$ cat src/rtl/core/assert_macros.svh
// assertion macros shared by the allocator rtl
`ifndef ASSERT_MACROS_SVH
`define ASSERT_MACROS_SVH

// checked only while out of reset
`define FBPA_ASSERT(label, prop, msg) \
    label: assert property (@(posedge i_clk) disable iff (!i_rst_n) prop) \
        else $error(msg);

// checked on every edge, reset included
`define FBPA_ASSERT_ALWAYS(label, prop, msg) \
    label: assert property (@(posedge i_clk) prop) else $error(msg);

`endif

$ cat src/rtl/core/fbpa_pkg.sv
// shared constants, codes and control types of the block pool allocator
`timescale 1ns / 1ps

package fbpa_pkg;

    localparam int MAX_BLOCKS = 64;
    localparam int IDX_W      = $clog2(MAX_BLOCKS);
    localparam int ADDR_W     = 32;
    localparam int BB_W       = 17;
    localparam int CNT_W      = 7;
    localparam int STAT_W     = 2;
    localparam int CFG_IDX_W  = 2;
    localparam int SPAN_W     = BB_W + IDX_W;
    localparam int DIVK_W     = (IDX_W > 1) ? $clog2(IDX_W) : 1;

    localparam logic [STAT_W-1:0] ST_DONE  = 2'd0;
    localparam logic [STAT_W-1:0] ST_FULL  = 2'd1;
    localparam logic [STAT_W-1:0] ST_RANGE = 2'd2;

    localparam logic [CFG_IDX_W-1:0] CFG_POOL_BASE   = 2'd0;
    localparam logic [CFG_IDX_W-1:0] CFG_BLOCK_BYTES = 2'd1;
    localparam logic [CFG_IDX_W-1:0] CFG_LIMIT       = 2'd2;

    localparam logic MODE_ALLOC = 1'b0;
    localparam logic MODE_FREE  = 1'b1;

    localparam logic [BB_W-1:0]  RST_BLOCK_BYTES = BB_W'(4096);
    localparam logic [CNT_W-1:0] RST_LIMIT       = CNT_W'(64);
    localparam logic [CNT_W-1:0] CNT_MAX         = {CNT_W{1'b1}};
    localparam logic [CNT_W-1:0] MAX_BLOCKS_CNT  = CNT_W'(MAX_BLOCKS);
    localparam logic [DIVK_W-1:0] DIVK_TOP       = DIVK_W'(IDX_W - 1);

    typedef struct packed {
        logic load;
        logic scan_step;
        logic commit_alloc;
        logic report_full;
        logic span_calc;
        logic div_init;
        logic report_range;
        logic div_step;
        logic commit_free;
    } t_dp_cmd;

    typedef struct packed {
        logic scan_end;
        logic scan_free;
        logic in_range;
        logic div_last;
    } t_dp_stat;

endpackage

$ cat src/rtl/core/fbpa_ctrl.sv
// sequencer for allocate and free requests
`timescale 1ns / 1ps
`include "assert_macros.svh"

module fbpa_ctrl (
    input  logic              i_clk,
    input  logic              i_rst_n,
    input  logic              i_start,
    input  logic              i_mode,
    input  fbpa_pkg::t_dp_stat i_stat,
    output fbpa_pkg::t_dp_cmd  o_cmd,
    output logic              o_busy,
    output logic              o_strobe
);
    import fbpa_pkg::*;

    typedef enum logic [2:0] {
        S_IDLE,
        S_SCAN,
        S_SPAN,
        S_RANGE,
        S_DIV,
        S_FREE
    } t_state;

    t_state  r_state, n_state;
    logic    r_busy, n_busy;
    logic    r_strobe, n_strobe;
    t_dp_cmd cmd;
    logic    finish;

    always_comb begin
        n_state = r_state;
        cmd     = '0;
        finish  = 1'b0;
        n_busy  = r_busy;
        case (r_state)
            S_IDLE: begin
                if (i_start) begin
                    cmd.load = 1'b1;
                    n_busy   = 1'b1;
                    n_state  = (i_mode == MODE_FREE) ? S_SPAN : S_SCAN;
                end
            end
            S_SCAN: begin
                if (i_stat.scan_end) begin
                    cmd.report_full = 1'b1;
                    finish          = 1'b1;
                end else if (i_stat.scan_free) begin
                    cmd.commit_alloc = 1'b1;
                    finish           = 1'b1;
                end else begin
                    cmd.scan_step = 1'b1;
                end
            end
            S_SPAN: begin
                cmd.span_calc = 1'b1;
                n_state       = S_RANGE;
            end
            S_RANGE: begin
                if (i_stat.in_range) begin
                    cmd.div_init = 1'b1;
                    n_state      = S_DIV;
                end else begin
                    cmd.report_range = 1'b1;
                    finish           = 1'b1;
                end
            end
            S_DIV: begin
                cmd.div_step = 1'b1;
                if (i_stat.div_last) begin
                    n_state = S_FREE;
                end
            end
            S_FREE: begin
                cmd.commit_free = 1'b1;
                finish          = 1'b1;
            end
            default: begin
                n_state = S_IDLE;
                n_busy  = 1'b0;
            end
        endcase
        if (finish) begin
            n_state = S_IDLE;
            n_busy  = 1'b0;
        end
        n_strobe = finish;
    end

    always_ff @(posedge i_clk) begin
        if (!i_rst_n) begin
            r_state  <= S_IDLE;
            r_busy   <= 1'b0;
            r_strobe <= 1'b0;
        end else begin
            r_state  <= n_state;
            r_busy   <= n_busy;
            r_strobe <= n_strobe;
        end
    end

    assign o_cmd    = cmd;
    assign o_busy   = r_busy;
    assign o_strobe = r_strobe;

    `FBPA_ASSERT(a_accept_busy, i_start && !o_busy |=> o_busy, "accepted request did not go busy")
    `FBPA_ASSERT(a_cmd_single, $onehot0(o_cmd), "more than one datapath command at once")
    `FBPA_ASSERT_ALWAYS(a_reset_quiet, !i_rst_n |=> !o_busy && !o_strobe, "busy or strobe after reset")

endmodule

$ cat src/rtl/core/fbpa_dp.sv
// used map, in-use counter, config registers, scan and divide datapath
`timescale 1ns / 1ps
`include "assert_macros.svh"

module fbpa_dp (
    input  logic                           i_clk,
    input  logic                           i_rst_n,
    input  logic                           i_cfg_valid,
    input  logic [fbpa_pkg::CFG_IDX_W-1:0] i_cfg_index,
    input  logic [fbpa_pkg::ADDR_W-1:0]    i_cfg_data,
    input  logic [fbpa_pkg::ADDR_W-1:0]    i_block_address,
    input  fbpa_pkg::t_dp_cmd              i_cmd,
    output fbpa_pkg::t_dp_stat             o_stat,
    output logic [fbpa_pkg::STAT_W-1:0]    o_status,
    output logic [fbpa_pkg::ADDR_W-1:0]    o_granted_address,
    output logic [fbpa_pkg::CNT_W-1:0]     o_used_count
);
    import fbpa_pkg::*;

    // configuration
    logic [ADDR_W-1:0] r_base;
    logic [BB_W-1:0]   r_bb;
    logic [CNT_W-1:0]  r_limit;

    // pool state
    logic [MAX_BLOCKS-1:0] r_used;
    logic [CNT_W-1:0]      r_in_use;

    // per-request working registers
    logic [BB_W-1:0]   r_size;
    logic [CNT_W-1:0]  r_cnt;
    logic [ADDR_W:0]   r_diff;
    logic [CNT_W-1:0]  r_idx;
    logic [SPAN_W-1:0] r_acc;
    logic [SPAN_W-1:0] r_span;
    logic [SPAN_W-1:0] r_rem;
    logic [IDX_W-1:0]  r_quo;
    logic [DIVK_W-1:0] r_k;

    // result registers
    logic [STAT_W-1:0] r_status;
    logic [ADDR_W-1:0] r_granted;
    logic [CNT_W-1:0]  r_used_cnt;

    logic [BB_W-1:0]   eff_size;
    logic [CNT_W-1:0]  eff_cnt;
    logic [SPAN_W-1:0] trial;
    logic              trial_ge;
    logic [CNT_W-1:0]  cnt_inc;
    logic [CNT_W-1:0]  cnt_dec;

    assign eff_size = (r_bb == '0) ? BB_W'(1) : r_bb;
    assign eff_cnt  = (r_limit > MAX_BLOCKS_CNT) ? MAX_BLOCKS_CNT : r_limit;

    // restoring divide, one quotient bit per step from the top
    assign trial    = SPAN_W'(r_size) << r_k;
    assign trial_ge = (r_rem >= trial);

    assign cnt_inc = (r_in_use != CNT_MAX) ? r_in_use + CNT_W'(1) : r_in_use;
    assign cnt_dec = (r_in_use != '0) ? r_in_use - CNT_W'(1) : r_in_use;

    assign o_stat.scan_end  = (r_idx >= r_cnt);
    assign o_stat.scan_free = !r_used[r_idx[IDX_W-1:0]];
    assign o_stat.in_range  = !r_diff[ADDR_W]
                              && (r_diff[ADDR_W-1:0] < ADDR_W'(r_span));
    assign o_stat.div_last  = (r_k == '0);

    always_ff @(posedge i_clk) begin
        if (!i_rst_n) begin
            r_base   <= '0;
            r_bb     <= RST_BLOCK_BYTES;
            r_limit  <= RST_LIMIT;
            r_used   <= '0;
            r_in_use <= '0;
        end else begin
            if (i_cfg_valid) begin
                case (i_cfg_index)
                    CFG_POOL_BASE:   r_base  <= i_cfg_data;
                    CFG_BLOCK_BYTES: r_bb    <= i_cfg_data[BB_W-1:0];
                    CFG_LIMIT:       r_limit <= i_cfg_data[CNT_W-1:0];
                    default: ;
                endcase
            end
            if (i_cmd.commit_alloc) begin
                r_used[r_idx[IDX_W-1:0]] <= 1'b1;
                r_in_use                 <= cnt_inc;
            end
            if (i_cmd.commit_free) begin
                r_used[r_quo] <= 1'b0;
                r_in_use      <= cnt_dec;
            end
        end
    end

    always_ff @(posedge i_clk) begin
        if (i_cmd.load) begin
            r_size <= eff_size;
            r_cnt  <= eff_cnt;
            r_diff <= {1'b0, i_block_address} - {1'b0, r_base};
            r_idx  <= '0;
            r_acc  <= '0;
        end
        if (i_cmd.scan_step) begin
            r_idx <= r_idx + CNT_W'(1);
            r_acc <= r_acc + SPAN_W'(r_size);
        end
        if (i_cmd.span_calc) begin
            r_span <= SPAN_W'(r_cnt) * SPAN_W'(r_size);
        end
        if (i_cmd.div_init) begin
            r_rem <= r_diff[SPAN_W-1:0];
            r_quo <= '0;
            r_k   <= DIVK_TOP;
        end
        if (i_cmd.div_step) begin
            if (trial_ge) begin
                r_rem <= r_rem - trial;
            end
            r_quo <= {r_quo[IDX_W-2:0], trial_ge};
            r_k   <= r_k - DIVK_W'(1);
        end
        if (i_cmd.commit_alloc) begin
            r_status   <= ST_DONE;
            r_granted  <= r_base + ADDR_W'(r_acc);
            r_used_cnt <= cnt_inc;
        end
        if (i_cmd.commit_free) begin
            r_status   <= ST_DONE;
            r_granted  <= '0;
            r_used_cnt <= cnt_dec;
        end
        if (i_cmd.report_full) begin
            r_status   <= ST_FULL;
            r_granted  <= '0;
            r_used_cnt <= r_in_use;
        end
        if (i_cmd.report_range) begin
            r_status   <= ST_RANGE;
            r_granted  <= '0;
            r_used_cnt <= r_in_use;
        end
    end

    assign o_status          = r_status;
    assign o_granted_address = r_granted;
    assign o_used_count      = r_used_cnt;

    `FBPA_ASSERT(a_count_vs_map, $countones(r_used) >= r_in_use, "in-use count above marked blocks")
    `FBPA_ASSERT(a_alloc_free_slot, i_cmd.commit_alloc |-> !r_used[r_idx[IDX_W-1:0]] && (r_idx < r_cnt), "allocating a taken or out-of-pool block")
    `FBPA_ASSERT(a_free_index, i_cmd.commit_free |-> (CNT_W'(r_quo) < r_cnt), "freed index beyond block count")

endmodule

$ cat src/rtl/core/fixed_block_pool_allocator_core.sv
// top level of the fixed-size block pool allocator
`timescale 1ns / 1ps

// Bitmap allocator over a pool of equal-size blocks. Pulse i_start while
// o_busy is low with i_mode 0 to allocate the lowest free block or 1 to give
// back the block holding i_block_address. Each request yields exactly one
// result, shown for a single cycle with o_strobe; there is no backpressure,
// so capture it on that cycle. An allocate walks the used map one block per
// cycle and reports at the first free block or, once it passes the effective
// block count, reports a full pool. A free computes the pool span with one
// multiply, range-checks, then runs a six-step restoring divide by the block
// size; an out-of-range address is reported without running the divide.
// A new request may be issued on the strobe cycle. Configuration
// registers (0 pool base, 1 block bytes, 2 block count) are always ready and
// should be written only while idle. The used map and count clear at reset.
module fixed_block_pool_allocator_core (
    input  logic                           i_clk,
    input  logic                           i_rst_n,
    input  logic                           i_start,
    output logic                           o_busy,
    input  logic                           i_mode,
    input  logic [fbpa_pkg::ADDR_W-1:0]    i_block_address,
    output logic                           o_strobe,
    output logic [fbpa_pkg::STAT_W-1:0]    o_status,
    output logic [fbpa_pkg::ADDR_W-1:0]    o_granted_address,
    output logic [fbpa_pkg::CNT_W-1:0]     o_used_count,
    input  logic                           i_cfg_valid,
    output logic                           o_cfg_ready,
    input  logic [fbpa_pkg::CFG_IDX_W-1:0] i_cfg_index,
    input  logic [fbpa_pkg::ADDR_W-1:0]    i_cfg_data
);
    import fbpa_pkg::*;

    t_dp_cmd  cmd;
    t_dp_stat stat;

    assign o_cfg_ready = 1'b1;

    fbpa_ctrl u_ctrl (
        .i_clk    (i_clk),
        .i_rst_n  (i_rst_n),
        .i_start  (i_start),
        .i_mode   (i_mode),
        .i_stat   (stat),
        .o_cmd    (cmd),
        .o_busy   (o_busy),
        .o_strobe (o_strobe)
    );

    fbpa_dp u_dp (
        .i_clk             (i_clk),
        .i_rst_n           (i_rst_n),
        .i_cfg_valid       (i_cfg_valid),
        .i_cfg_index       (i_cfg_index),
        .i_cfg_data        (i_cfg_data),
        .i_block_address   (i_block_address),
        .i_cmd             (cmd),
        .o_stat            (stat),
        .o_status          (o_status),
        .o_granted_address (o_granted_address),
        .o_used_count      (o_used_count)
    );

endmodule

$ cat config.mk
export PLATFORM = sky130hd
export DESIGN_NAME = fixed_block_pool_allocator_core
export DESIGN_NICKNAME = d
export VERILOG_FILES = /design/src/rtl/core/fbpa_pkg.sv /design/src/rtl/core/fbpa_ctrl.sv /design/src/rtl/core/fbpa_dp.sv /design/src/rtl/core/fixed_block_pool_allocator_core.sv
export VERILOG_INCLUDE_DIRS = /design/src /design/src/rtl/core
export SDC_FILE = /design/constraint.sdc
export NUM_CORES = 1
export LEC_CHECK = 0
export ABC_AREA = 1
export BUFFER_PORTS_ARGS = -buffer_cell sky130_fd_sc_hd__buf_2
export CAP_MARGIN = 20
export CORE_ASPECT_RATIO = 1.5
export CORE_MARGIN = 1
export CORE_UTILIZATION = 55
export DETAILED_ROUTE_END_ITERATION = 16
export PLACE_DENSITY = 0.73
export SYNTH_ARGS = -nofsm -noshare
export SYNTH_HDL_FRONTEND = slang
export SYNTH_HIERARCHICAL = 1
export SYNTH_SLANG_ARGS = --single-unit
$ cat constraint.sdc
create_clock -name i_clk -period 15.7 [get_ports i_clk]
set_clock_uncertainty 0.1 [all_clocks]
set_input_delay 0.785 -clock i_clk [delete_from_list [all_inputs] [get_ports i_clk]]
set_output_delay 0.785 -clock i_clk [all_outputs]
set_load 0.005 [all_outputs]
==> impl_results.md, run 1 <==
- Placeable core area: 0.0439 sq mm
- Count of unique library cells instantiated by Yosys: a little under 60
- Number of antenna violations at the first check in global routing: 4
- Register-to-register setup slack: roughly 11 ns
- Fraction of the yosys area taken by sequential cells: 0.309
- Footprint of the flip-flops and latches: 0.00757 sq mm
- Clock-pin slew reported for the worst setup and hold paths after clock tree synthesis: 0.07 ns
- GPL Wtd Cong: roughly 1.0
- Highest ir drop seen on vdd: roughly 130 uV
- Post-synthesis register bit count: 315
- Post-Syn Nets: just under 4000
- Startpoint type of the worst setup path: flop
- Relative area change from synthesis to final layout: 8.01%
- Setup repair after global routing missed its margin: no
- Number of buffers added to fix hold violations after cts: 0
- # resized after CTS: 0
- Reg-to-reg startpoint: u_dp/r_cnt[6]
- Mean Syn Cell Area: around 6.9 sq um
- Latest clock arrival within the worst-skew pair: 0.60 ns
- First-pass GRT wire length: about 120000 microns
- TritonCTS clock tree: built
- Root buffer selected by CTS: sky130_fd_sc_hd__clkbuf_16
- Minimum clock period: ~5.0 ns
- Commonest non-fill, non-tap cells in the layout: sky130_fd_sc_hd__nand2_1, sky130_fd_sc_hd__inv_1, sky130_fd_sc_hd__nor2_1, sky130_fd_sc_hd__a21oi_1, sky130_fd_sc_hd__o21ai_0
- Cells traversed along the worst timing path: nand2_1 -> fa_1 -> fa_1 -> inv_1 -> fa_1 -> inv_1 -> fa_1 -> inv_1 -> ha_1 -> nand2_1 -> o21ai_0 -> nor2_1 -> o21ai_0 -> nand3_1 -> nand3_1 -> nand2_1
- Antenna Violating Nets Remaining: 0
- Ys Warns: 6
- Launch instance of the worst min-delay path: i_cfg_data[9]
- Leakage power: 13.4 nW
- Number of nets in the finished design: 3887
- Clock H-tree levels: 1
- Max-slew violation total from the final report: 0
- Part of the cycle the worst path needs: 0.317
- First drt pass iteration count: 7
- Starting utilization of the core area: 0.558
- Share of layout cells above drive strength 1: 0.0723
- Count of input and output buffers: approximately 110
- Number of rows created at floorplan: 94
- Hold WC Path Type: primary input to flop
- Worst r2r path cells: 16
- FF-to-FF End: u_dp/r_span[17]
- Buffer count from post-CTS setup fixing: 0
- Pre-CTS setup slack: between 10 and 15 ns
- Post-detailed-route wirelength per cell: roughly 18 microns
- Width of the die: between 150 and 200 microns
- Summed negative setup slack over all endpoints: 0 ns
- Total CTS buffers: 31
- CP Data Required Time: 15.94 ns
- Smallest setup slack after layout: approximately 11 ns
- Delay of the slowest critical-path stage: approximately 0.73 ns
- Area of the multi-input gates: 0.0143 sq mm
- Most common cell after layout, fill and taps aside: sky130_fd_sc_hd__nand2_1
- First-iteration detailed-routing DRC count: 1739
- Instance count of the mapped netlist: ~3500
- Die ar.: about 0.045 sq mm
- Post-route DRC: 0
- Die height: approximately 260 microns
- I/O pins: 115
- Gr usage total: 0.324
- Critical Path End Type: flop
- Core Util, Final: 0.602
- PwrDens: slightly below 200 mW/mm^2
- DP HPWL: between 50000 and 60000 microns
- Classification of the worst setup path: flop to flop
- Cell depth of the worst hold path: 3
- Slew headroom: 0.251
- MaxCap Viol Count: 0
- Transition at the pin with the smallest max-transition slack: about 1.1 ns
- WL final: 73700 microns
- Total number of vias: ~23000
- Achievable clock frequency: approximately 200 MHz
- Cell with the largest stage delay on the worst path: sky130_fd_sc_hd__edfxtp_1
- Setup-violating endpoint count in the final report: 0
- WHS Endpoint: u_dp/r_bb[9]
- Fraction of registers with async set or reset after synthesis: 0
- Bufs on Longest Clock Path: 3
- Most numerous cell on the critical path: sky130_fd_sc_hd__fa_1
- # clock sinks: between 300 and 400
- Number of hold-slack violations in the final timing report: 0
- Run status: complete, no violations
- Via density per instance: roughly 5.5
- Gr ovfl total: 0
- Cell area after technology mapping: ~0.024 sq mm
- EDFF count, synth: 126
- Most used flip-flop cell after synthesis: sky130_fd_sc_hd__dfxtp_1
- Fill cell instance count of the final layout: 4252
- Via count of the first global-routing pass: roughly 22000
- Largest fanout on the critical path: 18
- CP arrival: 5.23 ns
- Maximum number of pins on one net before global-route repair: 62
-- worst max-delay path by stage --
stage                         start                    to  slack (ns)  cells past startpoint
detailed placement   u_dp/r_diff[5]  u_dp/o_used_count[2]       10.51                     15
global placement    u_dp/r_diff[19]  u_dp/o_used_count[2]       10.62                     14
global route          u_dp/r_cnt[6]       u_dp/r_span[15]       10.39                     17
CTS                 u_dp/r_diff[17]  u_dp/o_used_count[3]       10.51                     14
floorplan                   i_start         u_dp/r_acc[0]        9.55                      3
finish                u_dp/r_cnt[6]       u_dp/r_span[17]       10.72                     16
-- metal layers --
layer	vias to the layer above	global-route usage	part of all wire
li1	11400	-	-
met5	-	0	0.00027
met1	10500	0.366	0.38
met4	4	0.217	0.072
met3	234	0.0367	0.054
met2	729	0.576	0.49
-- area by class of cell --
cell class                      count  area share
Timing Repair Buffer              125      0.0256
Sequential cell                   315       0.286
Inverter                          556      0.0790
Multi-Input combinational cell   2540       0.541
Antenna cell                        2    0.000189
Clock inverter                     20     0.00710
Clock buffer                       38      0.0335
Tap cell                          576      0.0273
-- synth_stat cells, drive strengths merged, types with 37 or more instances --
cell type / instances / share of area
o21ai: 262 / 0.056
edfxtp: 126 / 0.15
clkbuf: 96 / 0.015
dfxtp: 189 / 0.15
fa: 77 / 0.063
nand4: 37 / 0.0095
a21oi: 274 / 0.057
ha: 170 / 0.087
nor2: 398 / 0.062
xor2: 57 / 0.020
nand3: 165 / 0.036
nor3: 52 / 0.011
inv: 553 / 0.085
nand2: 925 / 0.15
-- state kept, by name, indices dropped and copies added, names as in the netlist, 17 cells and up --
register	count
u_dp/r_span	23
u_dp/r_diff	33
u_dp/o_granted_address	32
u_dp/r_acc	23
u_dp/r_rem	23
u_dp/r_bb	17
u_dp/r_base	32
u_dp/r_size	17
u_dp/r_used	64
-- report_power, final --
| group | leakage (nW) | internal (mW) | switching (mW) |
|---|---|---|---|
| clock network | 0.535 | 0.451 | 0.336 |
| logic | 10.2 | 1.04 | 1.97 |
| registers | 2.74 | 1.16 | 0.201 |
-- critical path: cells and delay by family (launching register included) --
| family | cells | cell delay, ns |
|---|---|---|
| AO/OA/AOI/OAI | 2 | 0.55 |
| adder cells (fa/ha/maj) | 5 | 2.49 |
| buffers and inverters | 3 | 0.14 |
| flip-flops | 1 | 0.73 |
| AND/OR/NAND/NOR | 6 | 0.70 |
-- per-stage QoR --
stage / instance area, sq um / hold slack, ns / total power, mW / instances
floorplan: 24500 / 0.337 / 3.43 / 3530
global placement: 25300 / 0.342 / 4.34 / 4110
detailed placement: 25300 / 0.342 / 4.35 / 4110
CTS: 26400 / 0.315 / 5.15 / 4168
global route: 26400 / 0.351 / 5.59 / 4172
finish: 26400 / 0.341 / 5.16 / 4172
-- kinds of logic after synthesis --
family                   share of synthesized area
multiplexers                              0.000409
adder cells (fa/ha/maj)                      0.150
other                                     0.000153
flip-flops                                   0.309
XOR/XNOR                                    0.0265
buffers and inverters                        0.107
AO/OA/AOI/OAI                                0.132
AND/OR/NAND/NOR                              0.274
No activity file was read; power rests on OpenSTA's default activity.
==> run 2: changes to the inputs <==
==> constraint.sdc (replaced) <==
create_clock -name i_clk -period 5.1 [get_ports i_clk]
set_clock_uncertainty 0.1 [all_clocks]
set_input_delay 0.255 -clock i_clk [delete_from_list [all_inputs] [get_ports i_clk]]
set_output_delay 0.255 -clock i_clk [all_outputs]
set_load 0.005 [all_outputs]
==> run 2 against run 1 <==
Non-clock buffer count increased by 52. Largest power group unchanged. Wire length down 0.42%. Flip-flop and latch count unchanged. Combinational power increased to 3.0 times the previous value. Hold slack got worse by 0.29 ns. Sequential share of layout area fell by 0.58 points. Cell area increased by 2.1%. Maximum frequency grew 4.7%. Critical path depth grew 2. Highest routed layer is now met4.
==> impl_results.md, run 2 (synthesis results as in run 1) <==
- Share of total power consumed by net switching: 0.473
- Number of antenna violations at the first check in global routing: 0
- Minimum clock period: around 4.8 ns
- Gr usage total: 0.321
- Transition at the pin with the smallest max-transition slack: 1.14 ns
- Reg-to-reg startpoint: u_dp/r_size[4]
- Root buffer selected by CTS: sky130_fd_sc_hd__clkbuf_16
- Gr ovfl total: 0
- Startpoint type of the worst setup path: flop
- CP Data Required Time: ~5.3 ns
- Buffer count from post-CTS setup fixing: 0
- Clock H-tree levels: 2
- Slew headroom: 0.231
- Setup repair after global routing missed its margin: no
- Critical Path End Type: flop
- Clock-pin slew reported for the worst setup and hold paths after clock tree synthesis: 0.06 ns
- # clock sinks: between 300 and 400
- Number of buffers added to fix hold violations after cts: 34
- Die height: 260 microns
- First-iteration detailed-routing DRC count: 1808
- Commonest non-fill, non-tap cells in the layout: sky130_fd_sc_hd__nand2_1, sky130_fd_sc_hd__inv_1, sky130_fd_sc_hd__nor2_1, sky130_fd_sc_hd__a21oi_1, sky130_fd_sc_hd__o21ai_0
- Achievable clock frequency: about 210 MHz
- PwrDens: a little under 600 mW/mm^2
- WL final: around 73000 microns
- Register ranked first by flip-flop count: u_dp/r_used
- Relative area change from synthesis to final layout: 10.2%
- Antenna Violating Nets Remaining: 0
- Leakage power: 13.7 nW
- Maximum number of pins on one net before global-route repair: 64
- Core Util, Final: 0.615
- DP HPWL: between 50000 and 60000 microns
- Part of the cycle the worst path needs: 0.934
- Fill cell instance count of the final layout: slightly above 4000
- FF-to-FF End: u_dp/r_span[15]
- Width of the die: approximately 170 microns
- Total number of vias: around 23000
- Worst r2r path cells: 18
- Number of rows created at floorplan: between 90 and 100
- Summed negative setup slack over all endpoints: 0 ns
- Via density per instance: ~5.5
- Via count of the first global-routing pass: between 20000 and 25000
- Area of the multi-input gates: ~0.014 sq mm
- Largest fanout on the critical path: 9
- Internal power component: a little over 8 mW
- I/O pins: ~120
- Number of nets in the finished design: between 3000 and 4000
- Starting utilization of the core area: 0.558
- Most common cell after layout, fill and taps aside: sky130_fd_sc_hd__nand2_1
- Clock share of power: 0.163
- Final Instance Count excl. Fillers: about 4200
- Post-detailed-route wirelength per cell: ~17 microns
- Classification of the worst setup path: flop to flop
- Placeable core area: ~0.044 sq mm
- Count of input and output buffers: approximately 110
- # resized after CTS: 0
- GPL Wtd Cong: just under 1
- Count of placed standard cells including taps: just over 4000
- Post-route DRC: 0
- MaxCap Viol Count: 0
- Bufs on Longest Clock Path: 3
- CP arrival: roughly 5.0 ns
- Worst setup path endpoint: u_dp/r_span[15]
- Run status: complete, no violations
- Total CTS buffers: 34
- Register-to-register setup slack: between 0.3 and 0.4 ns
- Number of flip-flops in the largest register: 64
- Share of layout cells above drive strength 1: 0.0773
- First-pass GRT wire length: 114000 microns
- Latest clock arrival within the worst-skew pair: about 0.55 ns
- Max-slew violation total from the final report: 0
- Footprint of the flip-flops and latches: approximately 0.0076 sq mm
- Registers with the most flip-flops: u_dp/r_used x64, u_dp/r_diff x33
- Highest ir drop seen on vdd: 359 uV
- Number of hold-slack violations in the final timing report: 0
- Die ar.: approximately 0.045 sq mm
- First drt pass iteration count: 7
- Part of the power in combinational logic: 0.574
- Reg power frac: 0.262
- Setup-violating endpoint count in the final report: 0
- Hold WC Path Type: primary input to flop
- TritonCTS clock tree: built
- Switching power total: approximately 7.4 mW
- Crit path launch: u_dp/r_size[4]
- Cell depth of the worst hold path: 5
- Number of antenna diodes: 0
## run 2: changes by cell type in the layout (fill, tap and decap cells not counted), moves of 2 or more
cell,change
sky130_fd_sc_hd__clkbuf_16,+2
sky130_fd_sc_hd__clkbuf_1,+4
sky130_fd_sc_hd__dlygate4sd3_1,+34
sky130_fd_sc_hd__bufinv_16,-2
sky130_fd_sc_hd__clkinv_2,-2
sky130_fd_sc_hd__buf_4,+19
sky130_fd_sc_hd__clkbuf_8,+6
sky130_fd_sc_hd__inv_4,-2
sky130_fd_sc_hd__diode_2,-2
sky130_fd_sc_hd__clkinv_1,-4
## run 2: layer usage
| layer | global-route usage | vias to the layer above | wire [microns] |
|---|---|---|---|
| li1 | - | 11500 | - |
| met1 | 0.375 | 10600 | 29000 |
| met2 | 0.571 | 800 | 36100 |
| met3 | 0.0360 | 208 | 3930 |
| met4 | 0.183 | 0 | 4350 |
| met5 | 0 | - | 0 |
## run 2: worst min-delay path by stage
stage,startpoint,end,slack [ns]
floorplan,i_rst_n,u_ctrl/o_strobe,0.27
global placement,u_dp/r_bb[2],u_dp/r_size[2],0.35
detailed placement,u_dp/r_bb[2],u_dp/r_size[2],0.34
CTS,i_mode,u_ctrl/r_state[1],0.03
global route,i_mode,u_ctrl/r_state[1],0.08
finish,i_mode,u_ctrl/r_state[1],0.05
## run 2: metrics by stage
stage | total power [mW] | instance area, sq um | setup slack (ns) | hold slack [ns]
floorplan | 10.6 | 24500 | 0.383 | 0.267
global placement | 12.9 | 25500 | 0.384 | 0.345
detailed placement | 13.0 | 25500 | 0.321 | 0.341
CTS | 15.6 | 27000 | 0.327 | 0.0302
global route | 17.0 | 27000 | 0.0242 | 0.0791
finish | 15.6 | 27000 | 0.338 | 0.0470
## run 2: power by group through the flow
stage                     registers (mW)  clock network (mW)  logic [mW]
after detailed placement            4.14                   0        8.83
after CTS                           4.09                2.60        8.92
after global placement              4.14                   0        8.74
final                               4.10                2.55        8.97
after global routing                4.15                2.68        10.2
after floorplan                     3.85                   0        6.71
## run 2: cell type report
type                    count  share of cell area
flip-flops and latches    315               0.281
repair buffers            177              0.0424
clock inverters            12             0.00436
inverters                 556              0.0774
well taps                 576              0.0267
multi-input cells        2540               0.530
clock buffers              50              0.0383
## run 2: worst max-delay path: stages, from the launching register on
cell                       delay, ns
sky130_fd_sc_hd__edfxtp_1       0.54
sky130_fd_sc_hd__nand2_1        0.13
sky130_fd_sc_hd__inv_1          0.06
sky130_fd_sc_hd__fa_1           0.50
sky130_fd_sc_hd__inv_1          0.05
sky130_fd_sc_hd__fa_1           0.48
sky130_fd_sc_hd__inv_1          0.06
sky130_fd_sc_hd__fa_1           0.52
sky130_fd_sc_hd__inv_1          0.05
sky130_fd_sc_hd__fa_1           0.52
sky130_fd_sc_hd__inv_1          0.04
sky130_fd_sc_hd__ha_1           0.34
sky130_fd_sc_hd__nand2_1        0.12
sky130_fd_sc_hd__o21ai_0        0.24
sky130_fd_sc_hd__nor2_1         0.11
sky130_fd_sc_hd__o21ai_0        0.38
sky130_fd_sc_hd__a21oi_1        0.15
sky130_fd_sc_hd__nand2_1        0.09
sky130_fd_sc_hd__nand2_1        0.05
==> run 3: changes to the inputs <==
--- a/config.mk
+++ b/config.mk
@@ -9,7 +9,6 @@
 export ABC_AREA = 1
 export BUFFER_PORTS_ARGS = -buffer_cell sky130_fd_sc_hd__buf_2
 export CAP_MARGIN = 20
-export CORE_ASPECT_RATIO = 1.5
 export CORE_MARGIN = 1
 export CORE_UTILIZATION = 55
 export DETAILED_ROUTE_END_ITERATION = 16
==> run 3 against run 2 <==
Utilization is 0.74 points higher. Register-to-register slack worse by 0.15 ns. First-iteration DRC count increased by 36%. Critical path type unchanged. Cell count up 0.40%. Critical endpoint unchanged. Flip-flop and latch count stayed put. Clock power grew 5%.
==> impl_results.md, run 3 (synthesis results as in run 1) <==
- Number of flip-flops in the largest register: 64
- Cell depth of the worst hold path: 4
- PwrDens: between 500 and 600 mW/mm^2
- Hold WC Path Type: primary input to flop
- Largest fanout on the critical path: 10
- Commonest non-fill, non-tap cells in the layout: sky130_fd_sc_hd__nand2_1, sky130_fd_sc_hd__inv_1, sky130_fd_sc_hd__nor2_1, sky130_fd_sc_hd__a21oi_1, sky130_fd_sc_hd__o21ai_0
- Transition at the pin with the smallest max-transition slack: around 1.1 ns
- Number of rows created at floorplan: 76
- TritonCTS clock tree: built
- Relative area change from synthesis to final layout: 10.5%
- Setup-violating endpoint count in the final report: 0
- First drt pass iteration count: 6
- I/O pins: 115
- Starting utilization of the core area: 0.563
- Bufs on Longest Clock Path: 3
- DP HPWL: 58400 microns
- Summed negative setup slack over all endpoints: 0 ns
- Worst r2r path cells: 16
- Startpoint type of the worst setup path: flop
- First-iteration detailed-routing DRC count: 2457
- Count of input and output buffers: 113
- GPL Wtd Cong: 0.982
- Number of antenna diodes: 0
- Gr ovfl total: 0
- Die ar.: approximately 0.045 sq mm
- Total CTS buffers: 39
- Max-slew violation total from the final report: 0
- Minimum clock period: between 4 and 5 ns
- Part of the cycle the worst path needs: 0.963
- Clock H-tree levels: 2
- Width of the die: between 200 and 250 microns
- Total number of vias: 23600
- Run status: complete, no violations
- Number of antenna violations at the first check in global routing: 0
- Share of layout cells above drive strength 1: 0.0765
- Setup repair after global routing missed its margin: no
- Classification of the worst setup path: flop to flop
- Most common cell after layout, fill and taps aside: sky130_fd_sc_hd__nand2_1
- First-pass GRT wire length: about 120000 microns
- Via density per instance: 5.57
- # clock sinks: approximately 320
- Highest ir drop seen on vdd: 544 uV
- Number of nets in the finished design: approximately 3900
- Cell area after placement: approximately 0.025 sq mm
- Maximum number of pins on one net before global-route repair: 64
- Via count of the first global-routing pass: between 20000 and 25000
- Post-detailed-route wirelength per cell: ~18 microns
- Pre-CTS setup slack: roughly 0.27 ns
- Register ranked first by flip-flop count: u_dp/r_used
- Placeable core area: about 0.043 sq mm
- WL final: roughly 75000 microns
- Gr usage total: 0.334
- Die height: about 210 microns
- Number of buffers added to fix hold violations after cts: 35
- Buffer count from post-CTS setup fixing: 0
- Reg-to-reg startpoint: u_dp/r_size[2]
- Launch instance of the worst min-delay path: i_block_address[0]
- CP arrival: 5.14 ns
- MaxCap Viol Count: 0
- Root buffer selected by CTS: sky130_fd_sc_hd__clkbuf_16
- Critical Path End Type: flop
- Register-to-register setup slack: 0.19 ns
- WHS Endpoint: u_dp/r_diff[0]
- CP Data Required Time: roughly 5.3 ns
- Slew headroom: 0.255
- # resized after CTS: 0
- Smallest setup slack after layout: 0.188 ns
- FF-to-FF End: u_dp/r_span[15]
- Leakage power: between 10 and 15 nW
- Clock-pin slew reported for the worst setup and hold paths after clock tree synthesis: 0.06 ns
- Registers with the most flip-flops: u_dp/r_used x64, u_dp/r_diff x33
- Latest clock arrival within the worst-skew pair: 0.57 ns
- Achievable clock frequency: about 200 MHz
- Post-route DRC: 0
- Antenna Violating Nets Remaining: 0
- Post-Layout Inst Area: 0.0270 sq mm
- Number of hold-slack violations in the final timing report: 0
run 3: cell count changes in the layout (fill, tap and decap cells not counted), sizes merged:
cell	before	now
inv	557	558
buf	143	139
bufinv	1	0
dlygate4sd3	34	35
clkinv	8	15
clkbuf	50	54
run 3: worst max-delay path, cell delays in order (launching register included):
cell and delay [ns]:
sky130_fd_sc_hd__edfxtp_1 0.63, sky130_fd_sc_hd__nand2_1 0.13, sky130_fd_sc_hd__fa_1 0.47, sky130_fd_sc_hd__fa_1 0.58
sky130_fd_sc_hd__inv_1 0.06, sky130_fd_sc_hd__fa_1 0.54, sky130_fd_sc_hd__inv_1 0.06, sky130_fd_sc_hd__fa_1 0.53
sky130_fd_sc_hd__inv_1 0.05, sky130_fd_sc_hd__ha_1 0.34, sky130_fd_sc_hd__nand2_1 0.12, sky130_fd_sc_hd__o21ai_0 0.26
sky130_fd_sc_hd__nor2_1 0.11, sky130_fd_sc_hd__o21ai_0 0.36, sky130_fd_sc_hd__a21oi_1 0.17, sky130_fd_sc_hd__nand2_1 0.09
sky130_fd_sc_hd__nand2_1 0.06
run 3: worst max path at each step:
stage / from / end / cells after the start / slack, ns
CTS: u_dp/r_size[2] / u_dp/r_span[15] / 16 / 0.26
global placement: u_dp/r_size[2] / u_dp/r_span[17] / 16 / 0.41
floorplan: u_dp/r_cnt[6] / u_dp/r_span[17] / 18 / 0.38
global route: u_dp/r_size[2] / u_dp/r_span[17] / 16 / 0.08
finish: u_dp/r_size[2] / u_dp/r_span[15] / 16 / 0.19
detailed placement: u_dp/r_size[2] / u_dp/r_span[15] / 16 / 0.27
run 3: through the flow:
| step | total power [mW] | hold slack [ns] | instances | utilization |
|---|---|---|---|---|
| floorplan | 10.6 | 0.267 | 3530 | - |
| finish | 15.9 | 0.0549 | 4243 | 0.622 |
| global placement | 13.0 | 0.334 | 4135 | 0.585 |
| CTS | 15.9 | 0.0251 | 4242 | 0.622 |
| detailed placement | 13.1 | 0.345 | 4135 | 0.585 |
| global route | 17.3 | 0.0627 | 4243 | 0.622 |
run 3: report_power, final:
group	internal (mW)	switching [mW]	total [mW]
Clock	1.54	1.15	2.69
Sequential	3.56	0.523	4.09
Combinational	3.19	5.93	9.12
Total	8.30	7.60	15.9
run 3: routing by layer:
metal | GRT usage | wire, microns
met5 | 0 | 0
met4 | 0.163 | 3540
met3 | 0.0540 | 5310
met2 | 0.541 | 34600
met1 | 0.432 | 31500
run 3: area by class of cell:
type	count	area [sq um]
tap	585	732
clock inverter	19	120
timing repair buffer	175	1120
inverter	556	2090
fill	4108	16400
sequential	315	7570
clock buffer	53	1110
multi-input combinational	2540	14300
